$ cat src/crsa_pkg.sv
// Package for the complex RPN stack ALU: word types, op and status codes,
// and shared sizes. Used by every module under src.
`default_nettype none
package crsa_pkg;
   localparam int StackDepth = 16;
   localparam int FracBits   = 16;
   localparam int CntW       = $clog2(StackDepth + 1);

   typedef enum logic [2:0] {
      OP_PUSH = 3'd0, OP_ADD = 3'd1, OP_SUB = 3'd2,
      OP_MUL = 3'd3, OP_DIV = 3'd4, OP_CLR = 3'd5
   } op_type;

   typedef enum logic [1:0] {
      ST_OK = 2'd0, ST_FEW = 2'd1, ST_DIV0 = 2'd2, ST_FULL = 2'd3
   } status_type;

   typedef enum logic [2:0] {
      S_IDLE, S_MUL, S_SUM, S_DIV, S_WRITE, S_OUT
   } state_type;

   // shift action applied to every cell of the stack
   typedef enum logic [1:0] {
      SH_HOLD, SH_PUSH, SH_POP
   } shift_type;

   typedef struct packed {
      logic [2:0]         op;
      logic signed [31:0] real_part;
      logic signed [31:0] imag_part;
   } req_type;

   typedef struct packed {
      logic [1:0]         status;
      logic signed [31:0] top_real;
      logic signed [31:0] top_imag;
      logic [4:0]         depth;
      logic               saturated;
   } rsp_type;

   typedef struct packed {
      shift_type    shift;
      logic [63:0]  data;
   } cell_ctl_type;
endpackage
`default_nettype wire

$ cat src/crsa_div.sv
// Restoring divider for the fixed point quotient, one bit per cycle.
// Depends on crsa_pkg.
`default_nettype none
module crsa_div (
   input  wire logic        clock,
   input  wire logic        reset,
   input  wire logic        start,
   input  wire logic [63:0] num,
   input  wire logic [63:0] den,
   output logic             done,
   output logic [32:0]      quot
);
   localparam int QW = 64 + crsa_pkg::FracBits;
   logic [QW-1:0] n_ff, n_in;
   logic [64:0]   r_ff, r_in;
   logic [QW-1:0] q_ff, q_in;
   logic [6:0]    cnt_ff, cnt_in;
   logic          busy_ff, busy_in;
   logic [64:0]   trial;

   always_comb begin
      n_in = n_ff; r_in = r_ff; q_in = q_ff; cnt_in = cnt_ff; busy_in = busy_ff;
      trial = {r_ff[63:0], n_ff[QW-1]};
      if (start) begin
         n_in = {num, {crsa_pkg::FracBits{1'b0}}};
         r_in = '0; q_in = '0; cnt_in = 7'(QW); busy_in = 1'b1;
      end else if (busy_ff) begin
         n_in = n_ff << 1;
         if (trial >= {1'b0, den}) begin
            r_in = trial - {1'b0, den};
            q_in = {q_ff[QW-2:0], 1'b1};
         end else begin
            r_in = trial;
            q_in = {q_ff[QW-2:0], 1'b0};
         end
         cnt_in = cnt_ff - 7'd1;
         if (cnt_ff == 7'd1) busy_in = 1'b0;
      end
   end
   always_ff @(posedge clock) begin
      if (reset) begin
         busy_ff <= 1'b0;
         cnt_ff  <= '0;
      end else begin
         busy_ff <= busy_in;
         cnt_ff  <= cnt_in;
      end
      n_ff <= n_in; r_ff <= r_in; q_ff <= q_in;
   end
   assign done = busy_ff && cnt_ff == 7'd1;
   // clamp to 2^32 when the quotient overflows 32 bits
   assign quot = (|q_in[QW-1:32]) ? 33'h1_0000_0000 : {1'b0, q_in[31:0]};
endmodule
`default_nettype wire
$ cat config.mk
export PLATFORM = sky130hd
export DESIGN_NAME = crsa_div
export DESIGN_NICKNAME = d
export VERILOG_FILES = /design/src/crsa_pkg.sv /design/src/crsa_div.sv
export SDC_FILE = /design/constraint.sdc
export NUM_CORES = 1
export LEC_CHECK = 0
export ABC_AREA = 1
export BUFFER_PORTS_ARGS = -buffer_cell sky130_fd_sc_hd__buf_4
export CORE_AREA = 8 8 192 194
export CTS_CLUSTER_SIZE = 30
export DETAILED_ROUTE_END_ITERATION = 8
export DIE_AREA = 0 0 200 202
export PLACE_DENSITY = 0.66
export SLEW_MARGIN = 5
export SYNTH_ARGS = -nofsm -noshare
export SYNTH_HDL_FRONTEND = slang
export SYNTH_SLANG_ARGS = --single-unit
$ cat constraint.sdc
create_clock -name clock -period 5.7 [get_ports clock]
set_input_delay 1.14 -clock clock [delete_from_list [all_inputs] [get_ports clock]]
set_output_delay 1.14 -clock clock [all_outputs]
set_load 0.05 [all_outputs]
Word level (Yosys, flattened, before mapping):

Index checks and enable logic that the tools add are counted.

* bits in registers: 216
* input bits: 131
* output and inout port bits: 34
* logic and storage cells: 26

* add/sub/neg operators: 2
* $lt $le $gt $ge: 1
* equality and inequality tests: 1
* multiplexer cells: 12
* reduce and logical (&&, ||, !) cells: 4

Operator list (count)
* $mux W80: 4
* $ge A65 B64 Y1: 1
* $mux W64: 1
* $sub A64 B64 Y64: 1
* $reduce_or A48 Y1: 1
* $mux W33: 1
* $mux W7: 2
* $eq A7 B1 Y1 const B: 1
* $sub A7 B1 Y7 const B: 1
* $mux W1: 4
* $reduce_bool A2 Y1: 1
* $reduce_or A2 Y1: 1
* $logic_and A1 B1 Y1: 1

Depth between registers and ports, before layout:

* word-level depth: 6
* depth in mapped cells: 19
* depth with buffers taken out: 18

Worst setup path after synthesis:

No wires, ideal clock.

* path kind: input -> output
* from: input start
* to: output quot[23]
* data arrival time: 3923 ps
* data required time: 4560 ps
* slack: 637 ps
* cell stages on the path: 7
* buffers on the path: 2
* cells stage by stage: nor2_1 clkinv_1 buf_2 buf_1 o22ai_1 inv_1 nor2_1

* elaborated cells on any way between the ends: 3
* those cells by class: mux: 2; reduce/logical: 1

RTL lines
* from (decl): line crsa_div.sv:7 `input wire logic start,`
* $mux W80: line crsa_div.sv:24 `if (start) begin`
* named net q_in[23]: line crsa_div.sv:16 `logic [QW-1:0] q_ff, q_in;`
* $mux W33: line crsa_div.sv:52 `assign quot = (|q_in[QW-1:32]) ? 33'h1_0000_0000 : {1'b0, q_in[31:0]};`
* to (decl): line crsa_div.sv:11 `output logic [32:0] quot`

The timed path passes the listed nets, and every way through them passes these cells.

Worst setup path after layout:

* from: input start
* to: output quot[0]

* cells in the longest elaborated chain, start to end: 3

Ends and longest elaborated chain (line)
* $mux W80: crsa_div.sv:24
* named net q_in[42]: crsa_div.sv:16
* $reduce_or A48 Y1: crsa_div.sv:52
* $mux W33: crsa_div.sv:52

The timed path passes the listed nets, and every way through them passes these cells.

==> impl_metrics.toml <==
[run_status]
status = "complete, no violations"

[floorplanning]
die_h_um = 202
dieWidth_um = 200
dieArea_um2 = 40400
core-area_um2 = 33950
start_util = 0.4500
fp-row-count = 68
ioPinCount = 165

[cells_and_area]
num_antenna_cells = 0
syn2layout_area_growth_pct = 15.96
regArea_um2 = 4965
drive_above_1_share = 0.09169
postLayoutCellArea_um2 = 17710
multi_input_area_um2 = 7969
nNetsFinal = 2863
fillers = 3597

[timing]
rsz0062_at_grt = "no"
tns_ps = 0
tightest_slew_ps = 816.9
fin_crit_ps = 4681
slew_headroom = 0.4554
finalSetupViolations = 0
max_freq_mhz = 213.6
final_min_period_over_clock_period = 0.8212
hold_viol = 0
slew_viol_final = 0
skew_ps = 8.584

[synth]
ys_ff_latch = 216
syn-cell-area_um2 = 15280
ys_types = 39
synth.net_count = 2723
ys_seq_area_frac = 0.3250
synth_top_cells_by_area = "nand2_1, dfxtp_1, inv_1, edfxtp_1, ha_1"
synthArstFlopShare = 0
syn_area_per_cell_um2 = 6.050
yosys.area.top_type_share = 0.2673
synth_flop_cell = "dfxtp_1"
synth-edff-count = 64
synthCells = 2525
synth_top_area_cell = "nand2_1"
ys.warnings.count = 0

[clocking]
clkTransAtPathRegs_ps = 60
cts_resized = 0
clockBufferDepth = 3
clock_latency_ps = 530
root_buffer = "clkbuf_16"
cts_max_level = 1
cts_sinks = 216
cts_tree = "yes"
cts_buffers = 25
cts_hold_buf = 0
post_cts_buffers = 0

[critical_path]
slowest_stage = "nand3_2"
critPathBufInv = 3
cp.required_ps = 4560
path_cells = "buf_4 -> nor2_4 -> inv_4 -> o21ai_0 -> nor3_1 -> nand3_1 -> nor2_1 -> nand3_2 -> a21oi_1 -> buf_4"
critPathMaxStageDelay_ps = 490
worst_setup_path_start_kind = "input pin"
worstSetupEndpointType = "primary output"
critical_path_class = "in -> out"
path_delay_family = "simple AND/OR/NAND/NOR gates"
cpMostUsedCell = "buf_4"
crit_path_max_fanout = 63
worst_ep_arrival_time_ps = 3540

[power_and_ir_drop]
power_frac_seq = 0.450
swShare = 0.2417
powerDensity_nw_per_um2 = 208.8
combPwrFrac = 0.097
power.leakage_nw = 9.857
p_int_mw = 2.804
switchingPower_mw = 0.8939
clkPwrFrac = 0.453
peakVddDrop_uv = 265.8

[drt]
m1WireLength_um = 21220
wirelength_um = 45630
drc = 0
dr.pass1.iters = 5
post_drt_wl_per_cell_um = 14.54
drt_iter0_drc = 805
routed.top_layer = "met4"
routed_via_density = 4.725
dr_wl_met3_um = 2316
ant_nets = 0
wl_met2_um = 20890
vias = 14826

[global_route]
antenna_found_initial = 0
overflow = 0
grt_use_total = 0.2263
grt_max_degree = 67
grt_pass1_vias = 14607
grt_pass1_wl_um = 74110

[flow_run]
cap_violations = 0

[placement]
place_area_um2 = 16860
portBuffers = 164
hpwlAfterDp_um = 36280
globalplace.congestion = 0.9741

[worst_hold_path]
hold_path.class = "reg -> reg"
==> path summary, 6_finish.rpt <==
kind,start,endpoint,slack (ps),cells after the start
max,start,quot[0],1020,10
min,r_ff[18],r_ff[18],460,2
max reg2reg,r_ff[0],r_ff[51],2560,15
min reg2reg,r_ff[18],r_ff[18],460,2
==> final cells by class <==
| cell class | instances | area share |
|---|---|---|
| clock buffer | 30 | 0.03807 |
| clock inverter | 15 | 0.01003 |
| inverter | 540 | 0.1146 |
| multi-input combinational | 1705 | 0.4499 |
| sequential | 216 | 0.2803 |
| tap | 455 | 0.03214 |
| timing repair buffer | 177 | 0.07502 |
==> cells in the final DEF (no fill, tap or decap), types with 3 or more instances in the layout <==
cell type / count
a21oi_1: 42
a22oi_1: 3
a22oi_2: 5
buf_4: 177
bufinv_16: 4
clkbuf_16: 25
clkbuf_8: 3
clkinv_1: 4
clkinv_2: 4
clkinvlp_4: 3
dfxtp_1: 152
edfxtp_1: 64
ha_1: 66
inv_1: 537
nand2_1: 1088
nand2_2: 3
nand3_1: 116
nand3_2: 7
nand3b_1: 52
nand4_1: 10
nor2_1: 159
nor2_2: 8
nor3_1: 20
nor4_1: 3
o21a_1: 8
o21ai_0: 13
o21ai_1: 3
o22ai_1: 54
xnor2_1: 31
==> through the flow <==
stage | setup WS [ps] | total power, mW | std cells | utilization | hold WS, ps
after global placement | 1029 | 2.049 | 3093 | 0.4967 | 456.8
after detailed placement | 967.8 | 2.053 | 3093 | 0.4967 | 456.6
after CTS | 964.8 | 3.745 | 3138 | 0.5218 | 467.4
final | 1019 | 3.698 | 3138 | 0.5218 | 464.8
after floorplan | 637.0 | 1.913 | 2525 | - | 442.1
after global routing | 682.8 | 3.855 | 3138 | 0.5218 | 491.2
==> layer usage <==
metal  vias to the layer above  GRT usage
li1                       7871          -
met1                      6590     0.2979
met2                       294     0.3749
met3                        71    0.03759
met4                         0    0.06491
met5                         -          0
==> power groups by stage <==
stage               clock network (mW)  registers (mW)  logic (mW)
global route                      1.78            1.67       0.403
CTS                               1.72            1.66       0.359
floorplan                            0            1.69       0.221
finish                            1.68            1.66       0.357
detailed placement                   0            1.70       0.357
global placement                     0            1.69       0.354
==> cell families (layout without fill, tap and decap cells) <==
| logic type | Yosys count | after routing | synth area share |
|---|---|---|---|
| compound gates | 130 | 130 | 0.05160 |
| xor+xnor | 33 | 33 | 0.01892 |
| fa+ha+maj | 67 | 67 | 0.05537 |
| buf+inv | 604 | 762 | 0.1541 |
| flops | 216 | 216 | 0.3250 |
| simple gates | 1475 | 1475 | 0.3950 |
==> worst register-to-register path, delay by kind of cell, from the launching register on <==
family        cells  cell delay (ps)
fa+ha+maj         1              460
buf+inv           1              600
flops             1              330
simple gates     13             1650
==> cell usage after synthesis (2+ instances only) <==
master,count
xnor2_1,31
edfxtp_1,64
a22oi_2,5
and2_1,2
nor3b_1,2
ha_1,66
clkbuf_1,26
nor4_1,3
nand2_2,3
nor3_1,20
dfxtp_1,152
buf_4,3
nor2_2,9
o21a_1,8
nand2_1,1088
nand3b_1,52
a21oi_1,42
a22oi_1,3
buf_1,16
buf_2,12
o22ai_1,54
inv_2,2
inv_1,537
nor2_1,160
nand3_2,7
nand3_1,116
buf_6,6
nand4_1,10
o21ai_1,3
o21ai_0,13
xor2_1,2
==> registers in the layout (all words and copies together) (netlist names) <==
signal and cells:
r_ff 64, cnt_ff 7, q_ff 80, n_ff 64, busy_ff 1
No activity file was read; power rests on OpenSTA's default activity.
