===== config.mk =====
export PLATFORM = sky130hd
export DESIGN_NAME = crsa_cell
export DESIGN_NICKNAME = d
export VERILOG_FILES = /design/src/crsa_pkg.sv /design/src/crsa_cell.sv
export SDC_FILE = /design/constraint.sdc
export NUM_CORES = 1
export LEC_CHECK = 0
export BUFFER_PORTS_ARGS = -buffer_cell sky130_fd_sc_hd__buf_4
export CORE_AREA = 2 2 102 104
export CTS_BUF_LIST = sky130_fd_sc_hd__clkbuf_4 sky130_fd_sc_hd__clkbuf_8
export DETAILED_ROUTE_END_ITERATION = 6
export DIE_AREA = 0 0 104 106
export PLACE_DENSITY = 0.7
export SLEW_MARGIN = 20
export SYNTH_ARGS = -nofsm -noshare
export SYNTH_HDL_FRONTEND = slang
export SYNTH_SLANG_ARGS = --single-unit
export TNS_END_PERCENT = 5

===== constraint.sdc =====
create_clock -name clock -period 2.4 [get_ports clock]
set_input_delay 0 -clock clock [delete_from_list [all_inputs] [get_ports clock]]
set_output_delay 0 -clock clock [all_outputs]
set_load 0.02 [all_outputs]

===== src/crsa_pkg.sv =====
// Package for the complex RPN stack ALU: word types, op and status codes,
// and shared sizes. Used by every module under src.
`default_nettype none
package crsa_pkg;
   localparam int StackDepth = 16;
   localparam int FracBits   = 16;
   localparam int CntW       = $clog2(StackDepth + 1);

   typedef enum logic [2:0] {
      OP_PUSH = 3'd0, OP_ADD = 3'd1, OP_SUB = 3'd2,
      OP_MUL = 3'd3, OP_DIV = 3'd4, OP_CLR = 3'd5
   } op_type;

   typedef enum logic [1:0] {
      ST_OK = 2'd0, ST_FEW = 2'd1, ST_DIV0 = 2'd2, ST_FULL = 2'd3
   } status_type;

   typedef enum logic [2:0] {
      S_IDLE, S_MUL, S_SUM, S_DIV, S_WRITE, S_OUT
   } state_type;

   // shift action applied to every cell of the stack
   typedef enum logic [1:0] {
      SH_HOLD, SH_PUSH, SH_POP
   } shift_type;

   typedef struct packed {
      logic [2:0]         op;
      logic signed [31:0] real_part;
      logic signed [31:0] imag_part;
   } req_type;

   typedef struct packed {
      logic [1:0]         status;
      logic signed [31:0] top_real;
      logic signed [31:0] top_imag;
      logic [4:0]         depth;
      logic               saturated;
   } rsp_type;

   typedef struct packed {
      shift_type    shift;
      logic [63:0]  data;
   } cell_ctl_type;
endpackage
`default_nettype wire


===== src/crsa_cell.sv =====
// One stack cell: holds one complex element and shifts to its neighbors.
// Depends on crsa_pkg.
`default_nettype none
module crsa_cell (
   input  wire logic                     clock,
   input  wire crsa_pkg::cell_ctl_type   ctl,
   input  wire logic [63:0]              above_data,
   input  wire logic [63:0]              below_data,
   input  wire logic                     is_top,
   output logic [63:0]                   data
);
   logic [63:0] data_ff, data_in;
   // cell 0 is the top; push moves everything one step down
   always_comb begin
      data_in = data_ff;
      case (ctl.shift)
         crsa_pkg::SH_PUSH: data_in = is_top ? ctl.data : above_data;
         crsa_pkg::SH_POP:  data_in = is_top ? ctl.data : below_data;
         default:           data_in = data_ff;
      endcase
   end
   always_ff @(posedge clock) begin
      data_ff <= data_in;
   end
   assign data = data_ff;
endmodule
`default_nettype wire


* Word level (Yosys, flattened, before mapping)
Cells that the tools add are included.
Cells by class: eq/ne operators 2, mux-type cells 3, reductions and logical operators 1
Operators by type and width (count):
- $mux W64 | 2
- $pmux W64 S2 | 1
- $eq A2 B1 Y1 const B | 1
- $eq A2 B2 Y1 const B | 1
- $reduce_bool A2 Y1 | 1
Word-level totals: bits in registers 64, input port bits 196, word-level logic and storage cells 7

* Longest topological paths before layout
Gate-level depths: netlist of the first run.
word-level depth 2, mapped depth 6, gate-level depth less buffers 4

* Least setup slack after synthesis of the first run
No wires, ideal clock.
path kind in2reg, from in ctl[64] (netlist name), to reg data_ff[0], in the netlist data[0], enable pin, setup time 0.418 ns, arrival time 1.555 ns, data required time 1.982 ns, setup slack 0.427 ns, stages 3, buffers on the path 0, cells stage by stage inv_1 -> ha_1 -> inv_1
Between the ends: cells in the longest elaborated chain, start to end 2, elaborated cells between the ends (all ways) 3
RTL lines:
- from (decl) | RTL line crsa_cell.sv:6 | input wire crsa_pkg::cell_ctl_type ctl,
- $eq A2 B2 Y1 / $eq A2 B1 Y1 (equally long branches) | RTL line crsa_cell.sv:16 | case (ctl.shift)
- $reduce_bool A2 Y1 (no source line) (*)
- to (signal assigned) | RTL line crsa_cell.sv:23 | data_ff <= data_in;
- to (decl) | RTL line crsa_cell.sv:12 | logic [63:0] data_ff, data_in;
Every way passes the cells marked *; elsewhere a longest branch is shown, timed or not. A chain may end at the register's enable or synchronous reset.

* Final worst setup path of the first run
from in ctl[64] (netlist name), to reg data_ff[47], in the netlist data[47], data pin
Between the ends: cells in the longest elaborated chain, start to end 2, elaborated cells between the ends (all ways) 3
RTL lines (RTL line):
- $eq A2 B2 Y1 / $eq A2 B1 Y1 (equally long branches) | crsa_cell.sv:16
- $pmux W64 S2 (*) | crsa_cell.sv:16
- net data_in[47] | crsa_cell.sv:12
Mark *: on every way through the listed nets, which the timed path passes. The rest lies on a longest branch.

==> metrics.md, run 1 <==
| Metric | Value |
|---|---|
| Hold-critical path depth | 3 |
| Mux cell area share after synthesis | 19.4% |
| PortBufs | 259 |
| Cell repeated most along the worst path | buf_4 |
| Synthesis Warnings | 0 |
| WL met1 | 3.97 mm |
| Crit-path cells | buf_4 -> inv_1 -> ha_4 -> buf_4 -> mux2i_1 -> o21ai_1 -> dlygate4sd3_1 |
| Yosys cell types | 12 |
| Metal2 WL | 6.11 mm |
| Largest family of logic cells by synthesized area | multiplexers |
| Drt first pass iters | 4 |
| Placed cell area | 5350 µm² |
| Total number of vias | 3383 |
| Clock buffer count from CTS | 9 |
| Largest register FFs | 64 |
| XOR/XNOR share of the synthesized area | 0% |
| Setup TNS | 0 ns |
| Most frequent cells in the layout | buf_4 (262), dlygate4sd3_1 (71), mux2i_1 (64), nand2_1 (64), edfxtp_1 (64) |
| Starting Density | 33.1% |
| Max-Cap Viols | 0 |
| DR top layer | met4 |
| Crit-path max FO | 20 |
| Layout cell share with drive strength beyond 1 | 45.8% |
| Max rail drop VDD | 0.000247 V |
| Post-detail-place hpwl | 7.75 mm |
| Number of synthesized register bits | 64 |
| Overflow after GRT | 0 |
| H-tree lvl count | 3 |
| Crit end category | flop |
| Layout Cells excl Fill | 745 |
| # hold bufs at CTS | 71 |
| Largest stage delay on the critical path | 0.58 ns |
| WP data required | 2.48 ns |
| Leakage | 0.00278 µW |
| Row count | 37 |
| # DRC | 0 |
| Drt wl/cell | 15.0 µm |
| Final Setup Violations | 0 |
| Clock sinks | 64 |
| Post-Synthesis Cells | 280 |
| Die area | 11000 µm² |
| Slew HR | 62.8% |
| Final WS setup | 0.687 ns |
| Clock buffer depth | 2 |
| Synth Area in Adders | 0.378% |
| Core Footprint | 10000 µm² |
| Cell area after synthesis | 3310 µm² |
| Vias in the first global route | 3561 |
| Worst hold endpoint | data[28] |
| Max Slew Vio Count | 0 |
| GPL Wtd Cong | 0.864 |
| Root Driver | clkbuf_8 |
| Critical Path Start Type | input pin |
| Hold Startpoint | ctl[28] |
| Aggregate routed wire length | 11.1 mm |
| Most common cell after layout, fill and taps aside | buf_4 |
| CTS tree | done |
| Iter 0 DRT Violations | 112 |
| Ant. Diodes | 0 |
| Area delta synth->final | 88.6% |
| Slowest CP cell | dlygate4sd3_1 |
| Register area share after synthesis | 58.1% |
| Placed insts | 660 |
| First-pass GRT wire length | 17.2 mm |
| Post-CTS Setup Inserts | 0 |
| # IOs | 260 |
| Arrival @ worst endpoint | 1.80 ns |
| Syn_nets | 477 |
| Total GRT Usage | 19.7% |
| Vias per cell | 4.54 |
| PwrDens | 549 nW/µm² |
| Post-synthesis compound-gate area fraction | 9.69% |
| Final nets | 803 |
| DRT antenna net count | 0 |
| Metal3 WL | 829 µm |
| HP Class | input pin to flop |
| Initial antenna violation count | 0 |
| Final hold violation count | 0 |
| Worst-Margin Slew | 0.558 ns |
| Largest net degree at the start of global routing | 69 |
| RSZ-0062 raised after global routing | false |
| Synth Area in Simple Gates | 7.26% |
| Worst Setup Path Type | input pin to flop |
| Die Span Y | 106 µm |
| Post-Syn Area per Cell | 11.8 µm² |
| FMAX | 584 MHz |
| CTS clk-pin slew, worst paths | 0.07 ns |
| Final period util | 71.4% |
| Final instance area | 6240 µm² |
| Minimum clock period | 1.71 ns |
| Die Width | 104 µm |
| Outcome | completed |
| CTS resizes | 0 |
| Placement Setup Slack | 0.875 ns |
==> report_power, final <==
part / internal, µW / total [µW] / switching (µW)
sequential: 1430 / 1480 / 48.4
clock: 459 / 847 / 388
combinational: 578 / 1100 / 521
==> cell type report <==
cell class              count  area, µm²
clock buffers               9        124
multi-input cells         193       1230
flip-flops and latches     64       1920
repair buffers            336       2740
fillers                   816       3760
clock inverters             5       50.0
inverters                   2       7.51
well taps                 136        170
==> layer usage <==
layer / vias up / GRT usage [%]
li1: 1668 / -
met1: 1530 / 20.1
met2: 166 / 38.1
met3: 19 / 4.97
met4: 0 / 8.01
met5: - / 0
==> worst max-delay path: cells and delay by family <==
family          cells  cell delay [ns]
mux                 1             0.21
buf+inv             4             1.09
fa+ha+maj           1             0.38
compound gates      1             0.09
==> worst max-delay path by stage <==
| stage | from | endpoint | slack, ns | cells past startpoint |
|---|---|---|---|---|
| CTS | ctl[64] | data[40] | 0.76 | 7 |
| global placement | ctl[64] | data[3] | 0.90 | 6 |
| detailed placement | ctl[64] | data[3] | 0.88 | 6 |
| floorplan | ctl[64] | data[0] | 0.43 | 3 |
| finish | ctl[64] | data[47] | 0.69 | 7 |
| global route | ctl[64] | data[47] | 0.63 | 7 |
==> cell usage after synthesis, drive strengths merged <==
| cell | count | area (µm²) |
|---|---|---|
| edfxtp | 64 | 1920 |
| mux2i | 64 | 641 |
| nand2 | 64 | 240 |
| o21ai | 64 | 320 |
| buf | 11 | 126 |
| clkbuf | 10 | 37.5 |
| inv | 2 | 7.51 |
| ha | 1 | 12.5 |
==> kinds of logic after synthesis <==
group / after synthesis
flip-flops: 64
AO/OA/AOI/OAI: 64
multiplexers: 64
AND/OR/NAND/NOR: 64
buffers and inverters: 23
adder cells (fa/ha/maj): 1
==> through the flow <==
stage               power, µW  util (%)  hold slack (ns)
floorplan                1950         -            0.191
global placement         2480      53.5            0.282
detailed placement       2500      53.5            0.292
CTS                      3460      62.4         0.000309
global route             3570      62.4           0.0113
finish                   3430      62.4           0.0117
(Power assumes the default switching activity.)
==> run 2: changes to the inputs <==
--- a/config.mk
+++ b/config.mk
@@ -6,11 +6,11 @@
 export NUM_CORES = 1
 export LEC_CHECK = 0
 export BUFFER_PORTS_ARGS = -buffer_cell sky130_fd_sc_hd__buf_4
-export CORE_AREA = 2 2 102 104
+export CORE_AREA = 2 2 101 103
 export CTS_BUF_LIST = sky130_fd_sc_hd__clkbuf_4 sky130_fd_sc_hd__clkbuf_8
 export DETAILED_ROUTE_END_ITERATION = 6
-export DIE_AREA = 0 0 104 106
-export PLACE_DENSITY = 0.7
+export DIE_AREA = 0 0 103 105
+export PLACE_DENSITY = 0.74
 export SLEW_MARGIN = 20
 export SYNTH_ARGS = -nofsm -noshare
 export SYNTH_HDL_FRONTEND = slang
==> constraint.sdc (replaced) <==
create_clock -name clock -period 1.4 [get_ports clock]
set_input_delay 0 -clock clock [delete_from_list [all_inputs] [get_ports clock]]
set_output_delay 0 -clock clock [all_outputs]
set_load 0.02 [all_outputs]
==> run 2 against run 1 <==
  * The run now ends with negative setup slack left
  * Sequential power grew 72%
  * Worst setup slack got worse by 0.70 ns
  * Wire length up 5.7%
  * Non-clock buffer count up 11
  * Critical path type unchanged
  * Largest cell class unchanged
  * Highest routed layer unchanged
==> metrics.md, run 2 (synthesis results as in run 1) <==
| Metric | Value |
|---|---|
| Max-Cap Viols | 0 (unchanged) |
| PwrDens | 931 nW/µm² (was 549 nW/µm²) |
| Die Width | 103 µm (was 104 µm) |
| Sequential cell area | 1920 µm² (unchanged) |
| Worst-Margin Slew | 0.285 ns (was 0.558 ns) |
| Multi-input gate area | 1230 µm² (unchanged) |
| Met2 Use GR | 38.5% (was 38.1%) |
| Internal power | 4310 µW (was 2470 µW) |
| Worst hold endpoint | data[24] (was data[28]) |
| Max Slew Vio Count | 0 (unchanged) |
| Crit-path cells | buf_4 -> inv_8 -> ha_4 -> buf_16 -> mux2i_1 -> o21ai_1 -> dlygate4sd3_1 (was buf_4 -> inv_1 -> ha_4 -> buf_4 -> mux2i_1 -> o21ai_1 -> dlygate4sd3_1) |
| Post-CTS Setup Inserts | 0 (unchanged) |
| Critical path launch point | ctl[64] (unchanged) |
| Hold_ws | 0.0182 ns (was 0.0117 ns) |
| Die Span Y | 105 µm (was 106 µm) |
| WP data required | 1.47 ns (was 2.48 ns) |
| Final Util | 66.8% (was 62.4%) |
| Routing usage on met3 | 5.82% (was 4.97%) |
| CTS clk-pin slew, worst paths | 0.08 ns (was 0.07 ns) |
| Slowest CP cell | dlygate4sd3_1 (unchanged) |
| NetSw | 1690 µW (was 957 µW) |
| RSZ-0062 raised after global routing | true (was false) |
| Fill cells | 731 (was 816) |
| FMAX | 709 MHz |
| Final period util | 101% |
| Clock buffer count from CTS | 9 (unchanged) |
| Total GRT Usage | 20.6% (was 19.7%) |
| Clock buffer depth | 2 (unchanged) |
| Drt wl/cell | 15.6 µm (was 15.0 µm) |
| Total number of vias | 3441 (was 3383) |
| Hold-critical path depth | 3 (unchanged) |
| Row count | 36 (was 37) |
| Largest stage delay on the critical path | 0.56 ns (was 0.58 ns) |
| Leakage | 0.00288 µW (was 0.00278 µW) |
| # IOs | 260 (unchanged) |
| Final WS setup | -0.0103 ns (was 0.687 ns) |
| Largest net degree at the start of global routing | 67 (was 69) |
| Area delta synth->final | 94.7% (was 88.6%) |
| # DRC | 0 (unchanged) |
| GPL Wtd Cong | 0.834 (was 0.864) |
| Final nets | 814 (was 803) |
| PortBufs | 259 (unchanged) |
| GRT met1 Usage | 20.7% (was 20.1%) |
| Gr busiest metal | met2 (unchanged) |
| Layout cell share with drive strength beyond 1 | 45.7% (was 45.8%) |
| Final hold violation count | 0 (unchanged) |
| Post-detail-place hpwl | 8.13 mm (was 7.75 mm) |
| DRT antenna net count | 0 (unchanged) |
| Placement Setup Slack | 0.207 ns (was 0.875 ns) |
| Most common cell after layout, fill and taps aside | buf_4 (unchanged) |
| Vias per cell | 4.56 (was 4.54) |
| Minimum clock period | 1.41 ns |
| Iter 0 DRT Violations | 102 (was 112) |
| Largest register FFs | 64 (unchanged) |
| CTS tree | done (unchanged) |
| Outcome | finished, violations left (was completed) |
| Sequential Power Share | 42.3% (was 43.2%) |
| Overflow after GRT | 0 (unchanged) |
| Worst Setup Path Type | input pin to flop (unchanged) |
| Initial antenna violation count | 0 (unchanged) |
| Net Sw Frac | 28.1% (was 27.9%) |
| Vias in the first global route | 3520 (was 3561) |
| Hold Startpoint | above_data[24] (was ctl[28]) |
| Starting Density | 34.3% (was 33.1%) |
| Setup TNS | -0.0103 ns (was 0 ns) |
| Drt first pass iters | 4 (unchanged) |
| Slew HR | 81.0% (was 62.8%) |
| H-tree lvl count | 3 (unchanged) |
| Failing checks | negative setup slack |
| First-pass GRT wire length | 17.0 mm (was 17.2 mm) |
| Ant. Diodes | 0 (unchanged) |
| Aggregate routed wire length | 11.8 mm (was 11.1 mm) |
| Arrival @ worst endpoint | 1.48 ns (was 1.80 ns) |
| Core Footprint | 9640 µm² (was 10000 µm²) |
| Root Driver | clkbuf_8 (unchanged) |
| Crit-path max FO | 31 (was 20) |
| Logic gate share of total power | 32.8% (was 32.1%) |
| HP Class | input pin to flop (unchanged) |
| Max rail drop VDD | 0.000472 V (was 0.000247 V) |
| Most frequent cells in the layout | buf_4 (260), dlygate4sd3_1 (78), mux2i_1 (64), nand2_1 (64), edfxtp_1 (64) (was buf_4 (262), dlygate4sd3_1 (71), mux2i_1 (64), nand2_1 (64), edfxtp_1 (64)) |
| Critical Path Start Type | input pin (unchanged) |
| Crit end category | flop (unchanged) |
| Clock network power share | 24.9% (was 24.7%) |
| Clock sinks | 64 (unchanged) |
| Final Setup Violations | 1 (was 0) |
| Die area | 10800 µm² (was 11000 µm²) |
| Final Power | 6000 µW (was 3430 µW) |
==> run 2: cell count changes in the layout (fill, tap and decap cells not counted), moves of 2 or more <==
cell / delta
dlymetal6s4s_1: +2
dlygate4sd3_1: +7
clkinvlp_4: +2
buf_16: +2
buf_4: -2
==> run 2: worst max-delay path: cells and delay by family <==
kind	cells	cell delay [ns]
buffers and inverters	4	0.97
muxes	1	0.22
adders and majority gates	1	0.20
AOI/OAI and AO/OA	1	0.07
==> run 2: how the worst max path moves through the flow <==
stage | slack [ns] | cells after the start | end
2_1_floorplan | -0.16 | 3 | data[0]
3_3_place_gp | 0.24 | 6 | data[63]
3_5_place_dp | 0.21 | 6 | data[31]
4_1_cts | 0.07 | 7 | data[21]
5_1_grt | -0.05 | 7 | data[38]
6_report | -0.01 | 7 | data[38]
==> run 2: power groups by stage <==
| stage | clock network, µW | logic (µW) | registers, µW |
|---|---|---|---|
| after floorplan | 0 | 393 | 2950 |
| after global placement | 0 | 1710 | 2570 |
| after detailed placement | 0 | 1740 | 2580 |
| after CTS | 1530 | 1940 | 2540 |
| after global routing | 1620 | 2090 | 2560 |
| final | 1490 | 1970 | 2540 |
==> run 2: what timing repair did <==
action | in CTS | in global routing
hold endpoints to repair | 62 | 1
gates resized for setup | 0 | 4
setup endpoints to repair | 0 | 2
hold buffers | 78 | 2
==> run 2: final cells by class <==
cell class	instances	area share [%]
timing repair buffer	347	45.3
multi-input combinational	193	19.0
clock buffer	9	1.92
clock inverter	7	0.972
tap	133	2.59
inverter	2	0.292
sequential	64	29.9
==> run 2: metal layers <==
layer,up-vias,share of wire (%)
met5,-,0
met4,0,2.2
met3,22,7.3
met2,157,56
met1,1569,35
li1,1693,-
==> run 2: stage by stage <==
step,instance area (µm²),std cells
after floorplan,3330,280
after CTS,6370,752
final,6440,755
after global routing,6440,755
after global placement,5410,658
after detailed placement,5410,658
==> run 3: changes to the inputs <==
--- a/config.mk
+++ b/config.mk
@@ -5,12 +5,14 @@
 export SDC_FILE = /design/constraint.sdc
 export NUM_CORES = 1
 export LEC_CHECK = 0
+export ABC_AREA = 1
 export BUFFER_PORTS_ARGS = -buffer_cell sky130_fd_sc_hd__buf_4
-export CORE_AREA = 2 2 101 103
+export CORE_UTILIZATION = 39
 export CTS_BUF_LIST = sky130_fd_sc_hd__clkbuf_4 sky130_fd_sc_hd__clkbuf_8
 export DETAILED_ROUTE_END_ITERATION = 6
-export DIE_AREA = 0 0 103 105
-export PLACE_DENSITY = 0.74
+export PLACE_DENSITY = 0.78
+export REMOVE_ABC_BUFFERS = 1
+export SKIP_CTS_REPAIR_TIMING = 1
 export SLEW_MARGIN = 20
 export SYNTH_ARGS = -nofsm -noshare
 export SYNTH_HDL_FRONTEND = slang
==> run 3 against run 2 <==
  * The run now ends clean
  * Critical path depth decreased by 6
  * Sequential power about the same
  * Count of clock-buffer cells in the layout grew 1
  * Area after synthesis is 18% higher
  * Core utilization increased by 2.7 points
  * Fmax increased by 51%
  * Flip-flop and latch count unchanged
  * First-iteration DRC count is 69% higher
  * Critical path type is now flop to output pin
  * Largest power group unchanged
==> metrics.md, run 3 <==
| Metric | Value |
|---|---|
| Final Util | 69.5% (was 66.8%) |
| Most common cell after layout, fill and taps aside | buf_4 (unchanged) |
| RSZ-0062 raised after global routing | false (was true) |
| Total GRT Usage | 21.4% (was 20.6%) |
| Most frequent cells in the layout | buf_4 (263), nand2_1 (256), inv_1 (129) (was buf_4 (260), dlygate4sd3_1 (78), mux2i_1 (64), nand2_1 (64), edfxtp_1 (64)) |
| HP Class | input pin to flop (unchanged) |
| Register area share after synthesis | 49.1% (was 58.1%) |
| Leakage | 0.00383 µW (was 0.00288 µW) |
| Post-Syn Area per Cell | 7.21 µm² (was 11.8 µm²) |
| Max rail drop VDD | 0.000392 V (was 0.000472 V) |
| Drt first pass iters | 5 (was 4) |
| # IOs | 260 (unchanged) |
| Buf/Inv on CP | 1 (was 4) |
| Die Width | 102 µm (was 103 µm) |
| Count of flip-flops with a built-in enable after synthesis | 64 (unchanged) |
| XOR/XNOR share of the synthesized area | 0% (unchanged) |
| Crit end category | output pin (was flop) |
| Max-Cap Viols | 0 (unchanged) |
| Max Slew Vio Count | 0 (unchanged) |
| Synth area leader | edfxtp_1 (unchanged) |
| Crit-path max FO | 1 (was 31) |
| Die area | 10400 µm² (was 10800 µm²) |
| Critical Path Start Type | flop (was input pin) |
| Largest stage delay on the critical path | 0.43 ns (was 0.56 ns) |
| WP data required | 1.40 ns (was 1.47 ns) |
| Arrival @ worst endpoint | 0.93 ns (was 1.48 ns) |
| Async SR Flop Fraction | 0% (unchanged) |
| Outcome | completed (was finished, violations left) |
| Post-detail-place hpwl | 9.02 mm (was 8.13 mm) |
| Starting Density | 40.2% (was 34.3%) |
| Largest family of logic cells by synthesized area | simple AND/OR/NAND/NOR gates (was multiplexers) |
| Ant. Diodes | 0 (unchanged) |
| Yosys cell types | 9 (was 12) |
| Area delta synth->final | 72.8% (was 94.7%) |
| Post-Synthesis Cells | 543 (was 280) |
| Synthesis Warnings | 0 (unchanged) |
| Top FF cell, synth | edfxtp_1 (unchanged) |
| Final nets | 1057 (was 814) |
| Overflow after GRT | 0 (unchanged) |
| Synth area leaders | edfxtp_1 (49%), nand2_1 (25%), inv_1 (12%), nand3_1 (8.2%), clkbuf_8 (2.1%) (was edfxtp_1 (58%), mux2i_1 (19%), o21ai_1 (9.1%), nand2_1 (7.3%), buf_8 (2.7%)) |
| CTS tree | done (unchanged) |
| Layout Cells excl Fill | 997 (was 755) |
| PortBufs | 259 (unchanged) |
| Synth Area in Adders | 0.320% (was 0.378%) |
| Final Setup Violations | 0 (was 1) |
| First-pass GRT wire length | 17.2 mm (was 17.0 mm) |
| Aggregate routed wire length | 13.0 mm (was 11.8 mm) |
| Post-synth top area share | 49.1% (was 58.1%) |
| Cell area after synthesis | 3910 µm² (was 3310 µm²) |
| Layout cell share with drive strength beyond 1 | 33.3% (was 45.7%) |
| Worst-Margin Slew | 0.449 ns (was 0.285 ns) |
| Total number of vias | 4458 (was 3441) |
| Count leader, synth | nand2_1 |
| Largest register FFs | 64 (unchanged) |
| Placed insts | 919 (was 658) |
| Clock buffer depth | 2 (unchanged) |
| Crit-path cells | buf_4 (was buf_4 -> inv_8 -> ha_4 -> buf_16 -> mux2i_1 -> o21ai_1 -> dlygate4sd3_1) |
| Synth Area in Simple Gates | 32.7% (was 7.26%) |
| Final period util | 66.6% (was 101%) |
| Final hold violation count | 0 (unchanged) |
| GPL Wtd Cong | 0.814 (was 0.834) |
| Slew HR | 70.1% (was 81.0%) |
| Vias per cell | 4.47 (was 4.56) |
| Number of synthesized register bits | 64 (unchanged) |
| Iter 0 DRT Violations | 172 (was 102) |
| Largest net degree at the start of global routing | 40 (was 67) |
| Root Driver | clkbuf_8 (unchanged) |
| Die Span Y | 102 µm (was 105 µm) |
| Clock sinks | 64 (unchanged) |
| Drt wl/cell | 13.0 µm (was 15.6 µm) |
| Worst Setup Path Type | flop to output pin (was input pin to flop) |
| Mux cell area share after synthesis | 0% (was 19.4%) |
| Core Footprint | 9730 µm² (was 9640 µm²) |
| Vias in the first global route | 3832 (was 3520) |
| Minimum clock period | 0.932 ns (was 1.41 ns) |
| Slowest CP cell | edfxtp_1 (was dlygate4sd3_1) |
| # DRC | 0 (unchanged) |
| Setup TNS | 0 ns (was -0.0103 ns) |
| FMAX | 1070 MHz (was 709 MHz) |
| Cell family with most CP delay | flip-flops (was buffers and inverters) |
| CTS clk-pin slew, worst paths | 0.07 ns (was 0.08 ns) |
| H-tree lvl count | 3 (unchanged) |
| DRT antenna net count | 0 (unchanged) |
| Initial antenna violation count | 0 (unchanged) |
| Clock buffer count from CTS | 9 (unchanged) |
| Row count | 36 (unchanged) |
| Post-synthesis compound-gate area fraction | 0% (was 9.69%) |
| Commonest cells post-synth | nand2_1 (256), inv_1 (130), edfxtp_1 (64), nand3_1 (64), buf_2 (12) (was edfxtp_1 (64), mux2i_1 (64), nand2_1 (64)) |
| PwrDens | 866 nW/µm² (was 931 nW/µm²) |
-- run 3: cell types whose count changed in the layout (fill, tap and decap cells not counted), sizes merged, moves of 15 or more --
cell         delta
nand2         +192
inv           +131
o21ai          -64
nand3          +64
dlygate4sd3    -15
mux2i          -64
-- run 3: path summary, 6_finish.rpt --
kind,start,end,slack [ns],cells after the start
max,data[54],data[54],0.47,1
min,ctl[3],data[3],0.01,3
-- run 3: layer usage --
metal  vias to the layer above  part of all wire [%]  GRT usage, %
met4                         0                   2.8          9.67
met2                       206                    54          39.1
met5                         -                     0             0
li1                       2240                     -             -
met3                        26                   7.2          5.06
met1                      1986                    36          23.4
-- run 3: kinds of logic (layout without fill, tap and decap cells) --
logic type,Yosys count,after routing
adder cells (fa/ha/maj),1,1
buffers and inverters,158,479
AND/OR/NAND/NOR,320,320
flip-flops,64,64
-- run 3: power breakdown --
group          internal (µW)  total (µW)  switching (µW)
Clock                    637        1300             666
Combinational            994        2000            1010
Sequential              2460        2550            90.1
-- run 3: area by class of cell --
cell class / count / area [µm²]
inverters: 132 / 495
multi-input cells: 321 / 1300
clock inverters: 5 / 25.0
flip-flops and latches: 64 / 1920
well taps: 133 / 166
fillers: 744 / 2970
clock buffers: 10 / 131
repair buffers: 332 / 2730
-- run 3: stage by stage --
stage / hold slack [ns] / setup slack, ns / instance area, µm² / power, µW
finish: 0.0113 / 0.468 / 6760 / 5850
global route: 0.000529 / 0.438 / 6760 / 6170
CTS: -0.0756 / 0.456 / 6130 / 5760
detailed placement: 0.274 / 0.263 / 5970 / 4440
global placement: 0.270 / 0.307 / 5970 / 4390
floorplan: 0.182 / -0.991 / 3710 / 3360
